### src/sv/assert_macros.svh
// Assertion macros used by the deframer top level.
// Depends on nothing; the including scope supplies clk and rst_n.
`ifndef ASSERT_MACROS_SVH
`define ASSERT_MACROS_SVH

// Same-cycle implication, checked outside reset.
`define PLD_ASSERT_IMP(lbl, ante, cons) \
  lbl: assert property (@(posedge clk) disable iff (!rst_n) (ante) |-> (cons)) \
    else $error("pkt_line_deframer assertion failed");

// Next-cycle implication, checked outside reset.
`define PLD_ASSERT_NXT(lbl, ante, cons) \
  lbl: assert property (@(posedge clk) disable iff (!rst_n) (ante) |=> (cons)) \
    else $error("pkt_line_deframer assertion failed");

`endif

### src/sv/pld_pkg.sv
// Shared types, codes and the hex digit decoder for the pkt-line deframer.
// Depends on nothing.
package pld_pkg;

  localparam logic [2:0] KIND_BYTE     = 3'd0;
  localparam logic [2:0] KIND_FLUSH    = 3'd1;
  localparam logic [2:0] KIND_DELIM    = 3'd2;
  localparam logic [2:0] KIND_RESP_END = 3'd3;
  localparam logic [2:0] KIND_EMPTY    = 3'd4;
  localparam logic [2:0] KIND_EOS      = 3'd5;
  localparam logic [2:0] KIND_ERROR    = 3'd6;

  localparam logic [2:0] CAUSE_NONE     = 3'd0;
  localparam logic [2:0] CAUSE_HEX      = 3'd1;
  localparam logic [2:0] CAUSE_RESERVED = 3'd2;
  localparam logic [2:0] CAUSE_TRUNC    = 3'd3;
  localparam logic [2:0] CAUSE_CHANNEL  = 3'd4;

  localparam logic [1:0] CHAN_NONE     = 2'd0;
  localparam logic [1:0] CHAN_DATA     = 2'd1;
  localparam logic [1:0] CHAN_PROGRESS = 2'd2;

  localparam logic       ITEM_BYTE = 1'b0;
  localparam logic       ITEM_EOS  = 1'b1;

  localparam logic [1:0] LAST_DIGIT = 2'd3;
  localparam logic [15:0] HDR_LEN   = 16'd4;

  typedef struct packed {
    logic       item_kind;
    logic [7:0] stream_byte;
  } pld_item_t;

  typedef struct packed {
    logic [2:0] result_kind;
    logic [7:0] payload_byte;
    logic [1:0] channel;
    logic       last_of_packet;
    logic [2:0] error_cause;
  } pld_result_t;

  typedef struct packed {
    logic       ok;
    logic [3:0] val;
  } pld_hex_t;

  function automatic pld_hex_t hex_decode(input logic [7:0] c);
    pld_hex_t h;
    h.ok  = 1'b1;
    h.val = 4'd0;
    if (c >= "0" && c <= "9") begin
      h.val = 4'(c - 8'h30);
    end else if (c >= "a" && c <= "f") begin
      h.val = 4'(c - 8'h57);
    end else if (c >= "A" && c <= "F") begin
      h.val = 4'(c - 8'h37);
    end else begin
      h.ok = 1'b0;
    end
    return h;
  endfunction

endpackage

### src/sv/pld_in_if.sv
// Input word channel of the pkt-line deframer: valid, ready and one stream item.
// Depends on nothing.
interface pld_in_if;
  logic       valid;
  logic       ready;
  logic       item_kind;
  logic [7:0] stream_byte;

  modport source (output valid, output item_kind, output stream_byte, input ready);
  modport sink   (input valid, input item_kind, input stream_byte, output ready);
endinterface

### src/sv/pld_out_if.sv
// Result word channel of the pkt-line deframer: valid, ready and one result.
// Depends on nothing.
interface pld_out_if;
  logic       valid;
  logic       ready;
  logic [2:0] result_kind;
  logic [7:0] payload_byte;
  logic [1:0] channel;
  logic       last_of_packet;
  logic [2:0] error_cause;

  modport source (output valid, output result_kind, output payload_byte, output channel,
                  output last_of_packet, output error_cause, input ready);
  modport sink   (input valid, input result_kind, input payload_byte, input channel,
                  input last_of_packet, input error_cause, output ready);
endinterface

### src/sv/pld_in_stage.sv
// Input register of the deframer: holds one accepted word until the parser takes it.
// Depends on pld_pkg and pld_in_if.
module pld_in_stage (
  input  logic               clk,
  input  logic               rst_n,
  pld_in_if.sink             in_ch,
  input  logic               take_i,
  output pld_pkg::pld_item_t item_o,
  output logic               item_valid_o
);

  logic               valid_r;
  pld_pkg::pld_item_t item_r;

  assign in_ch.ready  = !valid_r || take_i;
  assign item_o       = item_r;
  assign item_valid_o = valid_r;

  always_ff @(posedge clk) begin
    if (!rst_n) begin
      valid_r <= 1'b0;
    end else if (in_ch.ready) begin
      valid_r <= in_ch.valid;
    end
  end

  always_ff @(posedge clk) begin
    if (in_ch.valid && in_ch.ready) begin
      item_r.item_kind   <= in_ch.item_kind;
      item_r.stream_byte <= in_ch.stream_byte;
    end
  end

endmodule

### src/sv/pld_parse.sv
// Framing FSM: decodes length header, walks payload; one word a cycle unless stalled.
// Depends on pld_pkg.
module pld_parse (
  input  logic                 clk,
  input  logic                 rst_n,
  input  logic                 sideband_enable_i,
  input  pld_pkg::pld_item_t   item_i,
  input  logic                 item_valid_i,
  input  logic                 load_ready_i,
  output logic                 take_o,
  output pld_pkg::pld_result_t res_o,
  output logic                 res_valid_o
);

  typedef enum logic [1:0] {
    PH_HEADER  = 2'd0,
    PH_PAYLOAD = 2'd1,
    PH_ERROR   = 2'd2
  } phase_t;

  phase_t      phase_r, phase_nxt;
  logic [1:0]  digit_count_r, digit_count_nxt;
  logic [11:0] length_accum_r, length_accum_nxt;
  logic [15:0] bytes_left_r, bytes_left_nxt;
  logic        channel_pending_r, channel_pending_nxt;
  logic [1:0]  current_channel_r, current_channel_nxt;
  logic [2:0]  sticky_cause_r, sticky_cause_nxt;

  pld_pkg::pld_hex_t hex;
  logic [15:0]       len;
  logic [15:0]       left_dec;
  logic [7:0]        b;

  assign take_o   = item_valid_i && load_ready_i;
  assign b        = item_i.stream_byte;
  assign hex      = pld_pkg::hex_decode(b);
  assign len      = {length_accum_r, hex.val};
  assign left_dec = bytes_left_r - 16'd1;

  always_comb begin
    phase_nxt           = phase_r;
    digit_count_nxt     = digit_count_r;
    length_accum_nxt    = length_accum_r;
    bytes_left_nxt      = bytes_left_r;
    channel_pending_nxt = channel_pending_r;
    current_channel_nxt = current_channel_r;
    sticky_cause_nxt    = sticky_cause_r;
    res_valid_o         = 1'b0;
    res_o               = '0;

    case (phase_r)
      PH_HEADER, PH_PAYLOAD: begin
        if (item_i.item_kind == pld_pkg::ITEM_EOS) begin
          res_valid_o = 1'b1;
          if (phase_r == PH_HEADER && digit_count_r == 2'd0) begin
            res_o.result_kind = pld_pkg::KIND_EOS;
          end else begin
            res_o.result_kind = pld_pkg::KIND_ERROR;
            res_o.error_cause = pld_pkg::CAUSE_TRUNC;
            phase_nxt         = PH_ERROR;
            sticky_cause_nxt  = pld_pkg::CAUSE_TRUNC;
          end
        end else if (phase_r == PH_HEADER) begin
          if (!hex.ok) begin
            res_valid_o       = 1'b1;
            res_o.result_kind = pld_pkg::KIND_ERROR;
            res_o.error_cause = pld_pkg::CAUSE_HEX;
            phase_nxt         = PH_ERROR;
            sticky_cause_nxt  = pld_pkg::CAUSE_HEX;
          end else if (digit_count_r != pld_pkg::LAST_DIGIT) begin
            length_accum_nxt = {length_accum_r[7:0], hex.val};
            digit_count_nxt  = digit_count_r + 2'd1;
          end else begin
            digit_count_nxt     = 2'd0;
            length_accum_nxt    = '0;
            current_channel_nxt = pld_pkg::CHAN_NONE;
            channel_pending_nxt = 1'b0;
            res_valid_o         = 1'b1;
            if (len == 16'd0) begin
              res_o.result_kind = pld_pkg::KIND_FLUSH;
            end else if (len == 16'd1) begin
              res_o.result_kind = pld_pkg::KIND_DELIM;
            end else if (len == 16'd2) begin
              res_o.result_kind = pld_pkg::KIND_RESP_END;
            end else if (len == 16'd3) begin
              res_o.result_kind = pld_pkg::KIND_ERROR;
              res_o.error_cause = pld_pkg::CAUSE_RESERVED;
              phase_nxt         = PH_ERROR;
              sticky_cause_nxt  = pld_pkg::CAUSE_RESERVED;
            end else if (len == pld_pkg::HDR_LEN) begin
              res_o.result_kind = pld_pkg::KIND_EMPTY;
            end else begin
              res_valid_o         = 1'b0;
              bytes_left_nxt      = len - pld_pkg::HDR_LEN;
              channel_pending_nxt = sideband_enable_i;
              phase_nxt           = PH_PAYLOAD;
            end
          end
        end else begin
          // The byte count is never zero while in the payload phase.
          bytes_left_nxt = left_dec;
          if (channel_pending_r) begin
            channel_pending_nxt = 1'b0;
            if (b != {6'd0, pld_pkg::CHAN_DATA} && b != {6'd0, pld_pkg::CHAN_PROGRESS}) begin
              res_valid_o       = 1'b1;
              res_o.result_kind = pld_pkg::KIND_ERROR;
              res_o.error_cause = pld_pkg::CAUSE_CHANNEL;
              phase_nxt         = PH_ERROR;
              sticky_cause_nxt  = pld_pkg::CAUSE_CHANNEL;
            end else begin
              current_channel_nxt = b[1:0];
              if (left_dec == 16'd0) begin
                phase_nxt         = PH_HEADER;
                res_valid_o       = 1'b1;
                res_o.result_kind = pld_pkg::KIND_EMPTY;
                res_o.channel     = b[1:0];
              end
            end
          end else begin
            res_valid_o          = 1'b1;
            res_o.result_kind    = pld_pkg::KIND_BYTE;
            res_o.payload_byte   = b;
            res_o.channel        = current_channel_r;
            res_o.last_of_packet = (left_dec == 16'd0);
            if (left_dec == 16'd0) begin
              phase_nxt = PH_HEADER;
            end
          end
        end
      end
      default: begin
        res_valid_o       = 1'b1;
        res_o.result_kind = pld_pkg::KIND_ERROR;
        res_o.error_cause = sticky_cause_r;
      end
    endcase
  end

  always_ff @(posedge clk) begin
    if (!rst_n) begin
      phase_r           <= PH_HEADER;
      digit_count_r     <= 2'd0;
      length_accum_r    <= '0;
      bytes_left_r      <= '0;
      channel_pending_r <= 1'b0;
      current_channel_r <= pld_pkg::CHAN_NONE;
      sticky_cause_r    <= pld_pkg::CAUSE_NONE;
    end else if (take_o) begin
      phase_r           <= phase_nxt;
      digit_count_r     <= digit_count_nxt;
      length_accum_r    <= length_accum_nxt;
      bytes_left_r      <= bytes_left_nxt;
      channel_pending_r <= channel_pending_nxt;
      current_channel_r <= current_channel_nxt;
      sticky_cause_r    <= sticky_cause_nxt;
    end
  end

endmodule

### src/sv/pld_out_stage.sv
// Result register of the deframer: holds one result word until the sink takes it.
// Depends on pld_pkg and pld_out_if.
module pld_out_stage (
  input  logic                 clk,
  input  logic                 rst_n,
  input  logic                 load_i,
  input  logic                 res_valid_i,
  input  pld_pkg::pld_result_t res_i,
  output logic                 load_ready_o,
  pld_out_if.source            out_ch
);

  logic                 valid_r;
  pld_pkg::pld_result_t res_r;

  assign load_ready_o          = !valid_r || out_ch.ready;
  assign out_ch.valid          = valid_r;
  assign out_ch.result_kind    = res_r.result_kind;
  assign out_ch.payload_byte   = res_r.payload_byte;
  assign out_ch.channel        = res_r.channel;
  assign out_ch.last_of_packet = res_r.last_of_packet;
  assign out_ch.error_cause    = res_r.error_cause;

  always_ff @(posedge clk) begin
    if (!rst_n) begin
      valid_r <= 1'b0;
    end else if (load_i) begin
      valid_r <= res_valid_i;
    end else if (out_ch.ready) begin
      valid_r <= 1'b0;
    end
  end

  always_ff @(posedge clk) begin
    if (load_i && res_valid_i) begin
      res_r <= res_i;
    end
  end

endmodule

### src/sv/pkt_line_deframer.sv
// Top level of the pkt-line deframer: input register, framing parser, result register.
// Depends on pld_pkg, pld_in_if, pld_out_if, the three stage modules and assert_macros.svh.
//
//   port          dir  kind          contents
//   in_ch         in   valid/ready   item_kind, stream_byte
//   out_ch        out  valid/ready   result_kind, payload_byte, channel, last, cause
//   cfg_wr_en/_data in  write only   sideband_enable
//
// One word is accepted per cycle unless the input stalls; its result, if any, is offered
// from the result register, after the input register and the parser.
// Reset is synchronous and active low; no clearing pass follows.
// A stalled result stalls the input only once both registers hold a word.
`include "assert_macros.svh"

module pkt_line_deframer (
  input  logic     clk,
  input  logic     rst_n,
  pld_in_if.sink   in_ch,
  pld_out_if.source out_ch,
  input  logic     cfg_wr_en,
  input  logic     cfg_wr_data
);

  logic                 sideband_r;
  pld_pkg::pld_item_t   item;
  logic                 item_valid;
  logic                 take;
  logic                 load_ready;
  pld_pkg::pld_result_t res;
  logic                 res_valid;
  logic                 out_err;
  logic                 out_byte;
  logic                 no_cause;

  always_ff @(posedge clk) begin
    if (!rst_n) begin
      sideband_r <= 1'b0;
    end else if (cfg_wr_en) begin
      sideband_r <= cfg_wr_data;
    end
  end

  pld_in_stage u_in (
    .clk          (clk),
    .rst_n        (rst_n),
    .in_ch        (in_ch),
    .take_i       (take),
    .item_o       (item),
    .item_valid_o (item_valid)
  );

  pld_parse u_parse (
    .clk               (clk),
    .rst_n             (rst_n),
    .sideband_enable_i (sideband_r),
    .item_i            (item),
    .item_valid_i      (item_valid),
    .load_ready_i      (load_ready),
    .take_o            (take),
    .res_o             (res),
    .res_valid_o       (res_valid)
  );

  pld_out_stage u_out (
    .clk          (clk),
    .rst_n        (rst_n),
    .load_i       (take),
    .res_valid_i  (res_valid),
    .res_i        (res),
    .load_ready_o (load_ready),
    .out_ch       (out_ch)
  );

  assign out_err  = out_ch.result_kind == pld_pkg::KIND_ERROR;
  assign out_byte = out_ch.result_kind == pld_pkg::KIND_BYTE;
  assign no_cause = out_ch.error_cause == pld_pkg::CAUSE_NONE;

  `PLD_ASSERT_IMP(a_in_stall_only_when_full, !in_ch.ready, out_ch.valid && !out_ch.ready)
  `PLD_ASSERT_IMP(a_cause_only_on_error, out_ch.valid && !out_err, no_cause)
  `PLD_ASSERT_IMP(a_error_has_cause, out_ch.valid && out_err, !no_cause)
  `PLD_ASSERT_IMP(a_last_only_on_byte, out_ch.valid && out_ch.last_of_packet, out_byte)
  `PLD_ASSERT_NXT(a_error_is_sticky, out_ch.valid && out_err, !out_ch.valid || out_err)

endmodule

### src/flat_wrapper.sv
// flat-port wrapper written by rule: the top's interface ports become plain ports
module pkt_line_deframer_flat 
  (clk, rst_n, cfg_wr_en, cfg_wr_data, in_ch_valid, in_ch_item_kind, in_ch_stream_byte, in_ch_ready, out_ch_valid, out_ch_result_kind, out_ch_payload_byte, out_ch_channel, out_ch_last_of_packet, out_ch_error_cause, out_ch_ready);
  pld_in_if in_ch_i ();
  pld_out_if out_ch_i ();
  input  logic clk;
  input  logic rst_n;
  input  logic cfg_wr_en;
  input  logic cfg_wr_data;
  input wire logic [$bits(in_ch_i.valid)-1:0] in_ch_valid;
  input wire logic [$bits(in_ch_i.item_kind)-1:0] in_ch_item_kind;
  input wire logic [$bits(in_ch_i.stream_byte)-1:0] in_ch_stream_byte;
  output wire logic [$bits(in_ch_i.ready)-1:0] in_ch_ready;
  output wire logic [$bits(out_ch_i.valid)-1:0] out_ch_valid;
  output wire logic [$bits(out_ch_i.result_kind)-1:0] out_ch_result_kind;
  output wire logic [$bits(out_ch_i.payload_byte)-1:0] out_ch_payload_byte;
  output wire logic [$bits(out_ch_i.channel)-1:0] out_ch_channel;
  output wire logic [$bits(out_ch_i.last_of_packet)-1:0] out_ch_last_of_packet;
  output wire logic [$bits(out_ch_i.error_cause)-1:0] out_ch_error_cause;
  input wire logic [$bits(out_ch_i.ready)-1:0] out_ch_ready;
  assign in_ch_i.valid = in_ch_valid;
  assign in_ch_i.item_kind = in_ch_item_kind;
  assign in_ch_i.stream_byte = in_ch_stream_byte;
  assign in_ch_ready = in_ch_i.ready;
  assign out_ch_valid = out_ch_i.valid;
  assign out_ch_result_kind = out_ch_i.result_kind;
  assign out_ch_payload_byte = out_ch_i.payload_byte;
  assign out_ch_channel = out_ch_i.channel;
  assign out_ch_last_of_packet = out_ch_i.last_of_packet;
  assign out_ch_error_cause = out_ch_i.error_cause;
  assign out_ch_i.ready = out_ch_ready;
  pkt_line_deframer u_core (.clk(clk), .rst_n(rst_n), .in_ch(in_ch_i), .out_ch(out_ch_i), .cfg_wr_en(cfg_wr_en), .cfg_wr_data(cfg_wr_data));
endmodule
### config.mk
export PLATFORM = sky130hd
export DESIGN_NAME = pkt_line_deframer_flat
export DESIGN_NICKNAME = d
export VERILOG_FILES = /design/src/sv/pld_pkg.sv /design/src/sv/pld_in_if.sv /design/src/sv/pld_out_if.sv /design/src/sv/pld_in_stage.sv /design/src/sv/pld_parse.sv /design/src/sv/pld_out_stage.sv /design/src/sv/pkt_line_deframer.sv /design/src/flat_wrapper.sv
export VERILOG_INCLUDE_DIRS = /design/src /design/src/sv
export SDC_FILE = /design/constraint.sdc
export NUM_CORES = 1
export LEC_CHECK = 0
export ABC_AREA = 1
export BUFFER_PORTS_ARGS = -buffer_cell sky130_fd_sc_hd__buf_2
export CORE_ASPECT_RATIO = 0.8
export CORE_MARGIN = 3
export CORE_UTILIZATION = 60
export CTS_CLUSTER_SIZE = 20
export DETAILED_ROUTE_END_ITERATION = 10
export PLACE_DENSITY = 0.86
export SYNTH_ARGS = -nofsm -noshare
export SYNTH_HDL_FRONTEND = slang
export SYNTH_SLANG_ARGS = --single-unit
### constraint.sdc
create_clock -name clk -period 6.35 [get_ports clk]
set_input_delay 0.3175 -clock clk [delete_from_list [all_inputs] [get_ports clk]]
set_output_delay 0.3175 -clock clk [all_outputs]
set_load 0.05 [all_outputs]
==> summary.md <==
The run finished with clean final reports. The tools report the violation count after the first detailed-routing iteration as 311. For the worst flop-to-flop path, the logic depth is 20. The post-synthesis register bit count was 67; the horizontal die dimension was 97.4 um.

The initial antenna violation count is 0. STA classifies the critical path startpoint as a register. The total DRC errors in the routed layout came out at 0.

Relative to the synthesized area, the layout overhead comes to 10.8%. The total power per unit cell area was 238 nW/um^2; the number of rows created at floorplan was 25. Setup repair after global routing left no endpoint under its margin.

The HPWL after detailed placement is 7.13 mm. At the end of the flow the core is filled with cells to 71.7%. Once placement finished, the instance area stood at 4200 sq um. For this block, the routed nets add up to 9.64 mm of wire. The final weighted congestion in routability-driven placement was 0.979.

Timing analysis after detailed placement gives a worst setup slack of 2.95 ns. Buffers placed on the I/O ports in this run total 33. Across all hold checks on the routed design, the worst slack comes to 0.129 ns. Count of placed standard cells in the final layout, fillers left out: 655. Post-CTS repair changed the size of 0 cells. After clock tree synthesis, the setup repair step added 0 buffers. Data on the critical path arrives at its endpoint at 3.50 ns. For the clock buffer count from CTS, the log shows 9. After global routing the overflow that remains totals 0. The synthesized netlist contains 48 unique library cells. The total power after layout was 1.06 mW; the post-route fraction of the period consumed by the critical path was 55.3%. Insertion delay of the later-clocked pin in the worst-skew pair: 0.36 ns. Number of clock sinks seen by CTS: 67. The run gives 595 as the net count reported at finish. The cell type contributing the most total cell area after synthesis is dfxtp_1. The tool flagged a number of max-cap violations equal to 0.

The average wire per cell in the routed design is 14.7 um. For the wire length of the first global-routing pass, the log shows 16.5 mm. The fraction of synthesized cell area taken by the top area cell type is 20.5%, and the fmax is 285 MHz. The critical path required time is 6.34 ns.

The logs give 39.9% for the share of synthesized area occupied by flip-flops and latches and 0 for the final count of hold timing violations. The tools report the last element of the critical path as u_core.u_out.out_ch.channel[1]. Cell area after technology mapping: 4010 sq um. The initial utilization of the core area, before any placement, comes to 64.8%. The maximum ir drop on the vdd rail came out at 0.148 mV. The total setup violations reported at the end of the flow was 0; the slack of the critical path was 2.84 ns. The run gives 0 as the number of pins exceeding their max-slew limit in the final report. Start point of the critical path: u_core.u_in.item_o[0]. The number of primary I/O pins was 34. Worst min-delay path category: input pin to register. STA classifies the critical path endpoint as a register.

Via count of the first global-routing pass: 3,344. After clock tree synthesis, the clock-pin slew on the worst setup and hold paths is 0.08 ns. The floorplan step defined a core boundary enclosing 6190 sq um. At the pin with the least slew margin, the transition time is 1.04 ns. The clock tree root buffer cell was clkbuf_8.

Across the routed clock network, the largest skew measured is 0.00991 ns. The number of routed nets with antenna violations was 0; the worst-case headroom to the max-slew limit was 30.9%. Along the worst path, the maximum fanout reaches 17. The maximum level of the CTS H-tree is 3. The run gives 2 as the maximum clock path buffer count. The endpoint identified for the worst register-to-register timing path is u_core.u_out.out_ch.channel[1]. After synthesis, the mean cell area works out to 7.48 sq um. TritonCTS built the clock tree. The via count was 3,694; the final standard cell area without fillers was 4440 sq um.

The cell count after placement was 639. Across every metal layer, demand over resource in global routing totals 26.7%. Entering global routing, the biggest net connects 26 pins. The type of the worst setup path was register to register. The worst register-to-register path has a setup slack of 2.84 ns. In the routed layout, each cell is associated on average with a via count of 5.64. Counting flops with a built-in enable in the synthesized netlist gives 26.

The share of async-settable or async-resettable flops after synthesis is 0%. In the synthesized netlist the dominant register cell turns out to be dfxtp_1. The analysis attributes to cell leakage a power of 2.06 nW. Adding up every negative setup slack in the final design gives 0 ns. During synthesis, Yosys emitted a total of 0 warnings. The run gives 536 as the number of cells produced by synthesis.

The final critical-path required period was 3.51 ns; the number of antenna cells inserted was 0. In this run, post-CTS hold repair placed 0 buffers. The first TritonRoute pass finished after 5 iterations. From bottom edge to top edge, the die measures 79.1 um. The share of post-route cells with drive strength above 1 was 15.3%. The startpoint identified for the worst register-to-register timing path is u_core.u_in.item_o[0].

The run gives 7710 sq um as the floorplan die area. In the post-synthesis netlist, the biggest area contributors are dfxtp_1 20%, edfxtp_1 19%, nand2_1 11%. When the netlist entered floorplanning its net count stood at 562.
-- worst max-delay path, stage by stage (launching register included) --
cell and delay (ns):
edfxtp_1 0.49, inv_1 0.15, ha_1 0.24, o21ai_1 0.18, nand2_1 0.13, nand2_2 0.15
nand2_1 0.07, nand2_1 0.06, nand3_1 0.22, inv_1 0.20, ha_1 0.16, inv_1 0.04
nor2_1 0.11, nand2_2 0.08, nand2_2 0.08, nand2_1 0.06, nand2_1 0.08, nand2_1 0.05
nand2_1 0.05, nand2_1 0.08, inv_1 0.46
-- sequential cells by signal, indices dropped and copies added, names as in the netlist --
| register | count |
|---|---|
| u_core.u_parse.current_channel_r | 2 |
| u_core.u_parse.phase_r | 2 |
| u_core.u_parse.channel_pending_r | 1 |
| u_core.u_out.out_ch.last_of_packet | 1 |
| u_core.u_parse.length_accum_r | 12 |
| u_core.u_out.out_ch.error_cause | 3 |
| u_core.u_out.out_ch.valid | 1 |
| u_core.u_in.item_o | 9 |
| u_core.u_parse.bytes_left_r | 16 |
| u_core.u_out.out_ch.channel | 2 |
| u_core.u_parse.sticky_cause_r | 3 |
| u_core.u_out.out_ch.payload_byte | 8 |
| u_core.u_parse.digit_count_r | 2 |
| u_core.u_in.item_valid_o | 1 |
| u_core.sideband_r | 1 |
| u_core.u_out.out_ch.result_kind | 3 |
-- cell type report --
class,instances,area [sq um]
multi-input cells,380,2040
fillers,479,1750
flip-flops and latches,67,1600
inverters,78,300
repair buffers,33,165
clock buffers,9,124
clock inverters,7,115
well taps,81,101
-- kinds of logic (layout without fill, tap and decap cells) --
kind of cell	after synthesis	after routing	share of synthesized area, %
buf+inv	89	127	9.33
compound gates	97	97	15.6
fa+ha+maj	11	11	3.43
flops	67	67	39.9
simple gates	262	262	29.5
xor+xnor	10	10	2.18
-- layer usage --
layer | vias to the layer above | track usage (%) | part of all wire, %
met5 | - | 0 | 0
met1 | 1685 | 37.3 | 47
met4 | 0 | 8.16 | 1.5
li1 | 1825 | - | -
met2 | 169 | 39.7 | 42
met3 | 15 | 8.25 | 9.7
-- how the worst min path moves through the flow --
stage	to	start	depth (start not counted)
6_report	u_core.u_in.item_o[3]	in_ch_stream_byte[3]	1
3_3_place_gp	u_core.u_parse.sticky_cause_r[2]	u_core.u_parse.sticky_cause_r[2]	2
5_1_grt	u_core.u_in.item_o[0]	in_ch_stream_byte[0]	1
3_5_place_dp	u_core.u_parse.sticky_cause_r[2]	u_core.u_parse.sticky_cause_r[2]	2
4_1_cts	u_core.u_in.item_o[3]	in_ch_stream_byte[3]	1
2_1_floorplan	u_core.sideband_r	cfg_wr_en	1
-- cells in the final DEF, fill, tap and decap left out, drive strengths merged, types with 2 or more instances in the layout --
cell      n
clkbuf    9
edfxtp   26
nor3      8
a21oi    35
nand4     8
nor2     90
inv      78
a211oi   13
clkinv    3
nand3b    4
nand2   122
nand3    28
a22oi     4
o21ai    36
xor2      8
bufinv    3
xnor2     2
dfxtp    41
buf      33
ha       11
o31ai     3
-- synthesized netlist by cell type, types with 2 or more instances --
cell type	n
a21oi_2	2
nor2_2	4
nor2_4	2
a211oi_2	8
nand3_1	28
nand3b_1	4
buf_1	2
o21ai_0	28
xnor2_1	2
nand2_4	2
a22oi_1	4
clkbuf_1	5
inv_2	5
nor3_1	5
nor3_2	2
dfxtp_1	41
buf_6	2
nand2_2	6
o21ai_1	6
xor2_1	8
a21oi_1	33
nand2_1	114
nand4_1	6
inv_1	70
ha_1	11
a211oi_1	5
nor2_1	83
edfxtp_1	26
o31ai_1	3
-- power by group --
part | internal, mW | switching, mW | total (mW)
clock | 0.260 | 0.173 | 0.433
sequential | 0.463 | 0.00999 | 0.473
combinational | 0.0416 | 0.112 | 0.153
total | 0.764 | 0.295 | 1.06
(Power assumes the default switching activity.)
